--- src/rtl/rwvc_pkg.sv ---
// ----------------------------------------------------------------------------
// rwvc_pkg
// Types and codes shared by the relay write-verify controller.
// ----------------------------------------------------------------------------
package rwvc_pkg;

    localparam int NUM_COUNTERS = 7;

    typedef enum logic [2:0] {
        CMD_SET_TARGET = 3'd0,
        CMD_PREPARE    = 3'd1,
        CMD_SENT       = 3'd2,
        CMD_FRAME      = 3'd3,
        CMD_TIMEOUT    = 3'd4,
        CMD_STATUS     = 3'd5
    } cmd_t;

    typedef enum logic [1:0] {
        KIND_IDLE  = 2'd0,
        KIND_WRITE = 2'd1,
        KIND_READ  = 2'd2
    } kind_t;

    typedef enum logic [1:0] {
        DLY_POLL     = 2'd0,
        DLY_RETRY    = 2'd1,
        DLY_READBACK = 2'd2
    } delay_t;

    // frame status codes
    localparam logic [2:0] FST_OK      = 3'd0;
    localparam logic [2:0] FST_OTHER   = 3'd3;
    localparam logic [2:0] FST_FOREIGN = 3'd4;
    localparam logic [2:0] FST_ECHO    = 3'd5;

    // recorded frame result codes
    localparam logic [1:0] RES_OK    = 2'd0;
    localparam logic [1:0] RES_CRC   = 2'd2;
    localparam logic [1:0] RES_OTHER = 2'd3;

    // counter indexes
    localparam logic [2:0] CNT_WRITE   = 3'd0;
    localparam logic [2:0] CNT_ACK     = 3'd1;
    localparam logic [2:0] CNT_READ    = 3'd2;
    localparam logic [2:0] CNT_TIMEOUT = 3'd3;
    localparam logic [2:0] CNT_PARSE   = 3'd4;
    localparam logic [2:0] CNT_CRC     = 3'd5;
    localparam logic [2:0] CNT_ERRRUN  = 3'd6;

    // configuration register indexes
    localparam logic [1:0] CFG_POLL  = 2'd0;
    localparam logic [1:0] CFG_RETRY = 2'd1;
    localparam logic [1:0] CFG_STALE = 2'd2;

    localparam logic [30:0] POLL_RESET  = 31'd1000;
    localparam logic [30:0] RETRY_RESET = 31'd200;
    localparam logic [30:0] STALE_RESET = 31'd3000;

    typedef struct packed {
        logic [2:0]  command;
        logic        wanted_on;
        logic [31:0] now_tick;
        logic [31:0] rx_tick;
        logic [2:0]  frame_status;
        logic        read_bit;
        logic [2:0]  counter_select;
    } in_t;

    typedef struct packed {
        logic        accepted;
        logic [1:0]  request_kind;
        logic        request_value;
        logic [1:0]  pending_kind;
        logic        online;
        logic        sample_fresh;
        logic        verified;
        logic        observed_state;
        logic        target_state;
        logic [1:0]  last_result;
        logic        result_valid;
        logic [31:0] counter_value;
    } out_t;

    typedef struct packed {
        logic        valid;
        logic [1:0]  index;
        logic [31:0] data;
    } cfg_wr_t;

endpackage

--- src/rtl/rwvc_core.sv ---
// ----------------------------------------------------------------------------
// rwvc_core
// Controller state, configuration registers and the per-event update.
// ----------------------------------------------------------------------------
module rwvc_core #(
    parameter int READBACK_DELAY = 3
) (
    input  logic             aclk,
    input  logic             aresetn,
    input  logic             evt_fire,
    input  rwvc_pkg::in_t    evt,
    input  rwvc_pkg::cfg_wr_t cfg,
    output rwvc_pkg::out_t   result
);

    localparam logic [30:0] RB_DELAY = 31'(READBACK_DELAY);

    logic [30:0] poll_reg, retry_reg, stale_reg;

    logic                   target_on_reg,       target_on_next;
    logic [31:0]            target_gen_reg,      target_gen_next;
    logic                   need_write_reg,      need_write_next;
    logic                   readback_next_reg,   readback_next_next;
    rwvc_pkg::kind_t        pending_reg,         pending_next;
    rwvc_pkg::kind_t        prepared_reg,        prepared_next;
    logic                   prep_value_reg,      prep_value_next;
    logic [31:0]            prep_gen_reg,        prep_gen_next;
    logic [31:0]            pend_gen_reg,        pend_gen_next;
    logic [31:0]            sent_gen_reg,        sent_gen_next;
    logic [31:0]            compl_time_reg,      compl_time_next;
    rwvc_pkg::delay_t       delay_reg,           delay_next;
    logic                   seen_resp_reg,       seen_resp_next;
    logic                   seen_read_reg,       seen_read_next;
    logic [31:0]            succ_time_reg,       succ_time_next;
    logic [31:0]            read_time_reg,       read_time_next;
    logic                   rb_value_reg,        rb_value_next;
    logic                   verify_reg,          verify_next;
    logic [1:0]             res_code_reg,        res_code_next;
    logic                   res_seen_reg,        res_seen_next;
    logic [31:0]            cnt_reg [rwvc_pkg::NUM_COUNTERS];
    logic [31:0]            cnt_next [rwvc_pkg::NUM_COUNTERS];

    logic        acc;
    logic [30:0] cur_delay;
    logic [31:0] prep_age, succ_age, read_age;
    logic [2:0]  fstat;
    logic [1:0]  fcode;
    logic        onl, samp;

    always_comb begin
        case (delay_reg)
            rwvc_pkg::DLY_RETRY:    cur_delay = retry_reg;
            rwvc_pkg::DLY_READBACK: cur_delay = RB_DELAY;
            default:                cur_delay = poll_reg;
        endcase
    end

    assign prep_age = evt.now_tick - compl_time_reg;

    // own echo counts as ok; unknown codes fold into other error
    always_comb begin
        fstat = (evt.frame_status == rwvc_pkg::FST_ECHO) ? rwvc_pkg::FST_OK : evt.frame_status;
        fcode = (fstat <= rwvc_pkg::FST_OTHER) ? fstat[1:0] : rwvc_pkg::RES_OTHER;
    end

    always_comb begin
        target_on_next     = target_on_reg;
        target_gen_next    = target_gen_reg;
        need_write_next    = need_write_reg;
        readback_next_next = readback_next_reg;
        pending_next       = pending_reg;
        prepared_next      = prepared_reg;
        prep_value_next    = prep_value_reg;
        prep_gen_next      = prep_gen_reg;
        pend_gen_next      = pend_gen_reg;
        sent_gen_next      = sent_gen_reg;
        compl_time_next    = compl_time_reg;
        delay_next         = delay_reg;
        seen_resp_next     = seen_resp_reg;
        seen_read_next     = seen_read_reg;
        succ_time_next     = succ_time_reg;
        read_time_next     = read_time_reg;
        rb_value_next      = rb_value_reg;
        verify_next        = verify_reg;
        res_code_next      = res_code_reg;
        res_seen_next      = res_seen_reg;
        cnt_next           = cnt_reg;
        acc                = 1'b0;

        unique case (evt.command)
            rwvc_pkg::CMD_SET_TARGET: begin
                if (target_on_reg != evt.wanted_on) begin
                    target_on_next  = evt.wanted_on;
                    target_gen_next = target_gen_reg + 32'd1;
                    verify_next     = 1'b0;
                    need_write_next = 1'b1;
                    acc             = 1'b1;
                end
            end
            rwvc_pkg::CMD_PREPARE: begin
                if (pending_reg == rwvc_pkg::KIND_IDLE && prep_age >= {1'b0, cur_delay}) begin
                    prep_gen_next = target_gen_reg;
                    if (need_write_reg && !readback_next_reg) begin
                        prepared_next   = rwvc_pkg::KIND_WRITE;
                        prep_value_next = target_on_reg;
                    end else begin
                        prepared_next = rwvc_pkg::KIND_READ;
                    end
                    acc = 1'b1;
                end
            end
            rwvc_pkg::CMD_SENT: begin
                if (pending_reg == rwvc_pkg::KIND_IDLE && prepared_reg != rwvc_pkg::KIND_IDLE) begin
                    pending_next  = prepared_reg;
                    prepared_next = rwvc_pkg::KIND_IDLE;
                    pend_gen_next = prep_gen_reg;
                    if (prepared_reg == rwvc_pkg::KIND_WRITE) begin
                        cnt_next[rwvc_pkg::CNT_WRITE] = cnt_reg[rwvc_pkg::CNT_WRITE] + 32'd1;
                        sent_gen_next = prep_gen_reg;
                        verify_next   = 1'b0;
                    end
                    acc = 1'b1;
                end
            end
            rwvc_pkg::CMD_FRAME: begin
                if (pending_reg != rwvc_pkg::KIND_IDLE
                    && evt.frame_status != rwvc_pkg::FST_FOREIGN
                    && !(evt.frame_status == rwvc_pkg::FST_ECHO
                         && pending_reg == rwvc_pkg::KIND_READ)) begin
                    res_seen_next = 1'b1;
                    res_code_next = fcode;
                    if (fcode == rwvc_pkg::RES_OK) begin
                        seen_resp_next = 1'b1;
                        succ_time_next = evt.rx_tick;
                        if (pending_reg == rwvc_pkg::KIND_WRITE) begin
                            cnt_next[rwvc_pkg::CNT_ACK] = cnt_reg[rwvc_pkg::CNT_ACK] + 32'd1;
                        end else begin
                            seen_read_next = 1'b1;
                            cnt_next[rwvc_pkg::CNT_READ] = cnt_reg[rwvc_pkg::CNT_READ] + 32'd1;
                            cnt_next[rwvc_pkg::CNT_ERRRUN] = '0;
                            read_time_next = evt.rx_tick;
                            rb_value_next  = evt.read_bit;
                            verify_next    = (pend_gen_reg == target_gen_reg)
                                             && (sent_gen_reg == target_gen_reg)
                                             && (evt.read_bit == target_on_reg);
                            need_write_next = !verify_next;
                        end
                    end else begin
                        cnt_next[rwvc_pkg::CNT_ERRRUN] = cnt_reg[rwvc_pkg::CNT_ERRRUN] + 32'd1;
                        cnt_next[rwvc_pkg::CNT_PARSE]  = cnt_reg[rwvc_pkg::CNT_PARSE] + 32'd1;
                        if (fcode == rwvc_pkg::RES_CRC) begin
                            cnt_next[rwvc_pkg::CNT_CRC] = cnt_reg[rwvc_pkg::CNT_CRC] + 32'd1;
                        end
                    end
                    readback_next_next = (pending_reg == rwvc_pkg::KIND_WRITE);
                    pending_next       = rwvc_pkg::KIND_IDLE;
                    compl_time_next    = evt.now_tick;
                    delay_next         = (pending_reg == rwvc_pkg::KIND_WRITE)
                                         ? rwvc_pkg::DLY_READBACK : rwvc_pkg::DLY_POLL;
                    acc                = 1'b1;
                end
            end
            rwvc_pkg::CMD_TIMEOUT: begin
                if (pending_reg != rwvc_pkg::KIND_IDLE) begin
                    cnt_next[rwvc_pkg::CNT_TIMEOUT] = cnt_reg[rwvc_pkg::CNT_TIMEOUT] + 32'd1;
                    cnt_next[rwvc_pkg::CNT_ERRRUN]  = cnt_reg[rwvc_pkg::CNT_ERRRUN] + 32'd1;
                    readback_next_next = (pending_reg == rwvc_pkg::KIND_WRITE);
                    pending_next       = rwvc_pkg::KIND_IDLE;
                    compl_time_next    = evt.now_tick;
                    delay_next         = rwvc_pkg::DLY_RETRY;
                    acc                = 1'b1;
                end
            end
            rwvc_pkg::CMD_STATUS: begin
                acc = 1'b1;
            end
            default: begin
            end
        endcase
    end

    assign succ_age = evt.now_tick - succ_time_next;
    assign read_age = evt.now_tick - read_time_next;
    assign onl  = seen_resp_next && (succ_age <= {1'b0, stale_reg});
    assign samp = seen_read_next && (read_age <= {1'b0, stale_reg});

    always_comb begin
        result.accepted       = acc;
        result.request_kind   = prepared_next;
        result.request_value  = (prepared_next == rwvc_pkg::KIND_WRITE) && prep_value_next;
        result.pending_kind   = pending_next;
        result.online         = onl;
        result.sample_fresh   = samp;
        result.verified       = samp && verify_next;
        result.observed_state = rb_value_next;
        result.target_state   = target_on_next;
        result.last_result    = res_code_next;
        result.result_valid   = res_seen_next;
        result.counter_value  = (evt.counter_select < 3'(rwvc_pkg::NUM_COUNTERS))
                                ? cnt_next[evt.counter_select] : target_gen_next;
    end

    always_ff @(posedge aclk) begin
        if (!aresetn) begin
            poll_reg  <= rwvc_pkg::POLL_RESET;
            retry_reg <= rwvc_pkg::RETRY_RESET;
            stale_reg <= rwvc_pkg::STALE_RESET;
        end else if (cfg.valid) begin
            unique case (cfg.index)
                rwvc_pkg::CFG_POLL:  poll_reg  <= cfg.data[30:0];
                rwvc_pkg::CFG_RETRY: retry_reg <= cfg.data[30:0];
                rwvc_pkg::CFG_STALE: stale_reg <= cfg.data[30:0];
                default: begin
                end
            endcase
        end
    end

    always_ff @(posedge aclk) begin
        if (!aresetn) begin
            target_on_reg     <= 1'b0;
            target_gen_reg    <= 32'd1;
            need_write_reg    <= 1'b1;
            readback_next_reg <= 1'b0;
            pending_reg       <= rwvc_pkg::KIND_IDLE;
            prepared_reg      <= rwvc_pkg::KIND_IDLE;
            prep_value_reg    <= 1'b0;
            prep_gen_reg      <= '0;
            pend_gen_reg      <= '0;
            sent_gen_reg      <= '0;
            compl_time_reg    <= '0;
            delay_reg         <= rwvc_pkg::DLY_POLL;
            seen_resp_reg     <= 1'b0;
            seen_read_reg     <= 1'b0;
            succ_time_reg     <= '0;
            read_time_reg     <= '0;
            rb_value_reg      <= 1'b0;
            verify_reg        <= 1'b0;
            res_code_reg      <= rwvc_pkg::RES_OK;
            res_seen_reg      <= 1'b0;
            for (int i = 0; i < rwvc_pkg::NUM_COUNTERS; i++) begin
                cnt_reg[i] <= '0;
            end
        end else if (evt_fire) begin
            target_on_reg     <= target_on_next;
            target_gen_reg    <= target_gen_next;
            need_write_reg    <= need_write_next;
            readback_next_reg <= readback_next_next;
            pending_reg       <= pending_next;
            prepared_reg      <= prepared_next;
            prep_value_reg    <= prep_value_next;
            prep_gen_reg      <= prep_gen_next;
            pend_gen_reg      <= pend_gen_next;
            sent_gen_reg      <= sent_gen_next;
            compl_time_reg    <= compl_time_next;
            delay_reg         <= delay_next;
            seen_resp_reg     <= seen_resp_next;
            seen_read_reg     <= seen_read_next;
            succ_time_reg     <= succ_time_next;
            read_time_reg     <= read_time_next;
            rb_value_reg      <= rb_value_next;
            verify_reg        <= verify_next;
            res_code_reg      <= res_code_next;
            res_seen_reg      <= res_seen_next;
            cnt_reg           <= cnt_next;
        end
    end

endmodule

--- src/rtl/relay_write_verify_controller.sv ---
// ----------------------------------------------------------------------------
// relay_write_verify_controller
// Keeps one relay coil in step with a target through write and readback.
// ----------------------------------------------------------------------------
//  channel  | direction | handshake            | payload
//  ---------+-----------+----------------------+--------------------------
//  s_       | in        | s_valid / s_ready    | s_data  (rwvc_pkg::in_t)
//  m_       | out       | m_valid / m_ready    | m_data  (rwvc_pkg::out_t)
//  cfg_     | in        | cfg_valid / cfg_ready| cfg_index, cfg_data
//
//  One event per cycle while m_ is not stalled; a result passes from the input register
//  through the state update into the result register before it is valid on m_.
//  The state update in rwvc_core is combinational and registered as each event is processed.
//  Synchronous active-low reset; config is always ready and is registered in rwvc_core.
//  A stalled m_ stage holds the input register full; s_ready drops only then.
// ----------------------------------------------------------------------------
module relay_write_verify_controller #(
    parameter int READBACK_DELAY = 3
) (
    input  logic           aclk,
    input  logic           aresetn,

    input  logic           s_valid,
    output logic           s_ready,
    input  rwvc_pkg::in_t  s_data,

    output logic           m_valid,
    input  logic           m_ready,
    output rwvc_pkg::out_t m_data,

    input  logic           cfg_valid,
    output logic           cfg_ready,
    input  logic [1:0]     cfg_index,
    input  logic [31:0]    cfg_data
);

    logic              in_valid_reg;
    rwvc_pkg::in_t     in_data_reg;
    logic              out_valid_reg;
    rwvc_pkg::out_t    out_data_reg;
    logic              advance;
    rwvc_pkg::out_t    core_result;
    rwvc_pkg::cfg_wr_t cfg_wr;

    assign advance   = in_valid_reg && (!out_valid_reg || m_ready);
    assign s_ready   = !in_valid_reg || advance;
    assign cfg_ready = 1'b1;
    assign m_valid   = out_valid_reg;
    assign m_data    = out_data_reg;

    always_comb begin
        cfg_wr.valid = cfg_valid;
        cfg_wr.index = cfg_index;
        cfg_wr.data  = cfg_data;
    end

    rwvc_core #(
        .READBACK_DELAY(READBACK_DELAY)
    ) u_core (
        .aclk     (aclk),
        .aresetn  (aresetn),
        .evt_fire (advance),
        .evt      (in_data_reg),
        .cfg      (cfg_wr),
        .result   (core_result)
    );

    always_ff @(posedge aclk) begin
        if (!aresetn) begin
            in_valid_reg  <= 1'b0;
            out_valid_reg <= 1'b0;
        end else begin
            if (s_ready) begin
                in_valid_reg <= s_valid;
            end
            if (advance) begin
                out_valid_reg <= 1'b1;
            end else if (m_ready) begin
                out_valid_reg <= 1'b0;
            end
        end
    end

    always_ff @(posedge aclk) begin
        if (s_valid && s_ready) begin
            in_data_reg <= s_data;
        end
        if (advance) begin
            out_data_reg <= core_result;
        end
    end

`ifndef SYNTH
    // a processed request always lands in the result register
    a_advance_fills_out: assert property (@(posedge aclk) disable iff (!aresetn)
        advance |=> m_valid)
        else $error("processed request did not produce a result");

    a_verified_needs_sample: assert property (@(posedge aclk) disable iff (!aresetn)
        m_valid |-> (!m_data.verified || m_data.sample_fresh))
        else $error("verified without a fresh sample");

    a_value_only_on_write: assert property (@(posedge aclk) disable iff (!aresetn)
        (m_valid && m_data.request_kind != rwvc_pkg::KIND_WRITE) |-> !m_data.request_value)
        else $error("request value set on a non-write request");
`endif

endmodule

--- config.mk ---
export PLATFORM = sky130hd
export DESIGN_NAME = relay_write_verify_controller
export DESIGN_NICKNAME = d
export VERILOG_FILES = /design/src/rtl/rwvc_pkg.sv /design/src/rtl/rwvc_core.sv /design/src/rtl/relay_write_verify_controller.sv
export SDC_FILE = /design/constraint.sdc
export NUM_CORES = 2
export LEC_CHECK = 0
export ABC_AREA = 0
export BUFFER_PORTS_ARGS = -buffer_cell sky130_fd_sc_hd__buf_2
export CORE_MARGIN = 2
export CORE_UTILIZATION = 49
export DETAILED_ROUTE_END_ITERATION = 7
export PLACE_DENSITY = 0.66
export SETUP_SLACK_MARGIN = 0.1
export SYNTH_ARGS = -nofsm -noshare
export SYNTH_HDL_FRONTEND = slang
export SYNTH_SLANG_ARGS = --single-unit
export TNS_END_PERCENT = 20
--- constraint.sdc ---
create_clock -name aclk -period 9.7 [get_ports aclk]
set_input_delay 1.94 -clock aclk [delete_from_list [all_inputs] [get_ports aclk]]
set_output_delay 1.94 -clock aclk [all_outputs]
set_load 0.01 [all_outputs]
==> flow_summary_export.csv <==
group,metric,value,unit
status,status,"finished clean",
timing,finClkSkew,0.0304,ns
routing,vias,34695,
cts,cts_tree,"built",
cts,clockBufferDepth,3,
critical_path,r2r_slack,1.78,ns
timing,fmaxAchievable,0.126,GHz
final_layout,area_delta_synth_final,9.76,%
yosys,synth_warnings,0,
final_layout,drive_gt1_share,8.34,%
yosys,synth_edf_count,121,
routing,remaining_drc_errors,0,
cts,clkLatencyLatePin,0.65,ns
final_layout,layout_commonest_cell,"nand2_1",
routing,drtPass1Iterations,6,
routing,route.met2.wl,52.6,mm
global_route,grt_pass1_wl,180,mm
die,die_w,289,microns
cts,post_cts_buffers,0,
critical_path,slowest_delay,1.08,ns
timing,hold_viol_final,0,
final_layout,largest_register_ffs,224,
global_route,overflow,0,
yosys,yosys.area.top_type,"dfxtp_1",
critical_path,cp_top_family,"compound AO/OA/AOI/OAI gates",
job,maxCapViolations,0,
die,fp.dieH,289,microns
yosys,synth.cell_area,0.0399,sq mm
yosys,synth-main-ff-cell,"dfxtp_1",
cts,cts.htree.levels,3,
die,io_pins,163,
timing,maxSlewHeadroom,11.3,%
critical_path,cpMostUsedCell,"a21o_1",
routing,met1Wirelength,52.1,mm
yosys,yosysTopAreaCellShare,28.1,%
placement,io_buffer_count,160,
final_layout,layout_common_cells,"769 x nand2_1, 560 x dfxtp_1, 531 x nor2_1",
final_layout,final_cells,5987,
routing,drtIter0Drc,2915,
cts,cts_hold_buf,0,
critical_path,reg2regPathDepth,28,
yosys,ys_types,92,
worst_hold_path,hold_path_class,"reg2reg",
cts,cts-buffers-inserted,78,
critical_path,path_max_fanout,20,
critical_path,critPathLaunchType,"flop",
global_route,antenna_found_initial,7,
timing,finalCritPeriodShare,81.6,%
routing,wirelength,117,mm
routing,wire_per_inst,19.5,microns
worst_hold_path,worstHoldPathCells,2,
critical_path,critPathKind,"reg2reg",
worst_hold_path,hold_end,"u_core.compl_time_reg[23]",
placement,dp_hpwl,82.8,mm
timing,min_period,7.92,ns
yosys,synth_cells,4878,
yosys,synthesis.nets,5191,
yosys,async_flop_share,0,%
timing,report.final.slew_viol_count,0,
critical_path,r2r-end,"m_data[39]",
critical_path,slowest_stage,"a2111oi_0",
die,die-area,0.0837,sq mm
die,start_util,49.5,%
yosys,yosys-top-cells-area,"dfxtp_1 28%, edfxtp_1 9.1%, nand2_1 7.2%, ha_1 6.2%, a21oi_1 5.8%",
yosys,seq_area_frac_synth,37.2,%
critical_path,cp_num_buf_inv,1,
global_route,grt_util_all_layers,27.4,%
pwr,total_leakage_power,15.8,nW
global_route,grt_pass1_vias,31656,
critical_path,rr_startpoint,"in_data_reg[5]",
routing,drtAntennaViolNets,0,
global_route,grt_max_degree,244,
yosys,synth_seq_cells,681,
die,core-area,0.0805,sq mm
worst_hold_path,hold_start,"u_core.compl_time_reg[23]",
placement,dp_cells,5844,
die,rows,104,
timing,rsz0062_at_grt,"no",
timing,setup_tns,0,ns
pwr,power_density,153,mW/mm^2
yosys,avgSynthCellArea,8.17,sq um
cts,clkTransAtPathRegs,0.07,ns
timing,setup_viol,0,
final_layout,nets,5177,
critical_path,cp.depth,28,
critical_path,required,10.22,ns
timing,worst_pin_slew,1.33,ns
routing,routed_via_density,5.80,
placement,gp_congestion,0.963,
routing,highest_layer,"met5",
cts,cts_root_buffer,"clkbuf_16",
critical_path,arrival,8.43,ns
routing,met3_length,7.71,mm
critical_path,critical_path.endpoint_type,"flop",
cts,cts_resized,0,
pwr,ir_worst_vdd,126,uV
cts,cts_sinks,681,
[synth_stat cells, types with 19 or more instances]
cell / count
nand4_1: 94
nand2_1: 770
clkbuf_1: 251
o21a_1: 19
o21ai_0: 166
a211oi_1: 63
nor3_1: 89
buf_1: 19
edfxtp_1: 121
dfxtp_1: 560
o211ai_1: 26
mux2i_1: 113
nand2b_1: 34
inv_1: 109
mux4_2: 23
a31oi_1: 27
a21oi_1: 466
a21o_1: 57
ha_1: 196
nor2b_1: 33
xnor2_1: 243
nand3_1: 169
and2_1: 28
xor2_1: 260
nor2_1: 532
or3_1: 68
and3_1: 71
[routing by layer]
| metal | track usage, % | vias to the layer above |
|---|---|---|
| met5 | 0 | - |
| met4 | 10.4 | 8 |
| met3 | 4.04 | 223 |
| met2 | 43.5 | 1098 |
| met1 | 37.6 | 16456 |
| li1 | - | 16910 |
[cell families (layout without fill, tap and decap cells)]
family / count (synthesis) / count (layout) / share of synthesized area (%)
and+or+nand+nor: 1992 / 1992 / 22.9
AOI/OAI and AO/OA: 954 / 954 / 14.2
DFF: 681 / 681 / 37.2
xor gates and xnor gates: 504 / 504 / 11.1
buffers and inverters: 406 / 454 / 3.97
adders and majority gates: 199 / 199 / 6.30
muxes: 141 / 141 / 4.28
other: 1 / 2 / 0.00940
[through the flow]
stage | setup slack (ns) | utilization, % | cell area [sq um] | hold WS [ns] | power [mW]
global route | 1.11 | 54.3 | 43800 | 0.469 | 6.94
detailed placement | 1.85 | 51.2 | 41300 | 0.446 | 3.82
floorplan | 3.65 | - | 39900 | 0.429 | 3.57
CTS | 1.84 | 54.3 | 43800 | 0.455 | 6.74
global placement | 2.01 | 51.2 | 41300 | 0.442 | 3.80
finish | 1.78 | 54.3 | 43800 | 0.453 | 6.70
[worst max path at each step]
stage / slack (ns) / startpoint / endpoint
finish: 1.78 / in_data_reg[5] / m_data[39]
global route: 1.11 / in_data_reg[5] / m_data[39]
CTS: 1.84 / in_data_reg[5] / m_data[39]
detailed placement: 1.85 / in_data_reg[5] / m_data[39]
global placement: 2.01 / in_data_reg[5] / m_data[39]
floorplan: 3.65 / in_data_reg[5] / m_data[39]
[layout make-up]
type	instances	area, sq um
inverter	111	432
clock inverter	36	329
antenna	1	2.50
fill	7593	36800
clock buffer	106	2180
sequential	681	14800
multi-input combinational	3791	23500
timing repair buffer	201	1120
tap	1060	1330
[worst min-delay path, cell delays in order, from the launching register on]
cell and delay [ns]:
dfxtp_1 0.31, nand2_1 0.05, a21oi_1 0.05
[power breakdown]
group	internal [mW]	total, mW	switching, mW
clock network	1.69	2.93	1.24
registers	2.94	3.00	0.0548
logic	0.288	0.770	0.482
Power figures use the tool's default switching activity.
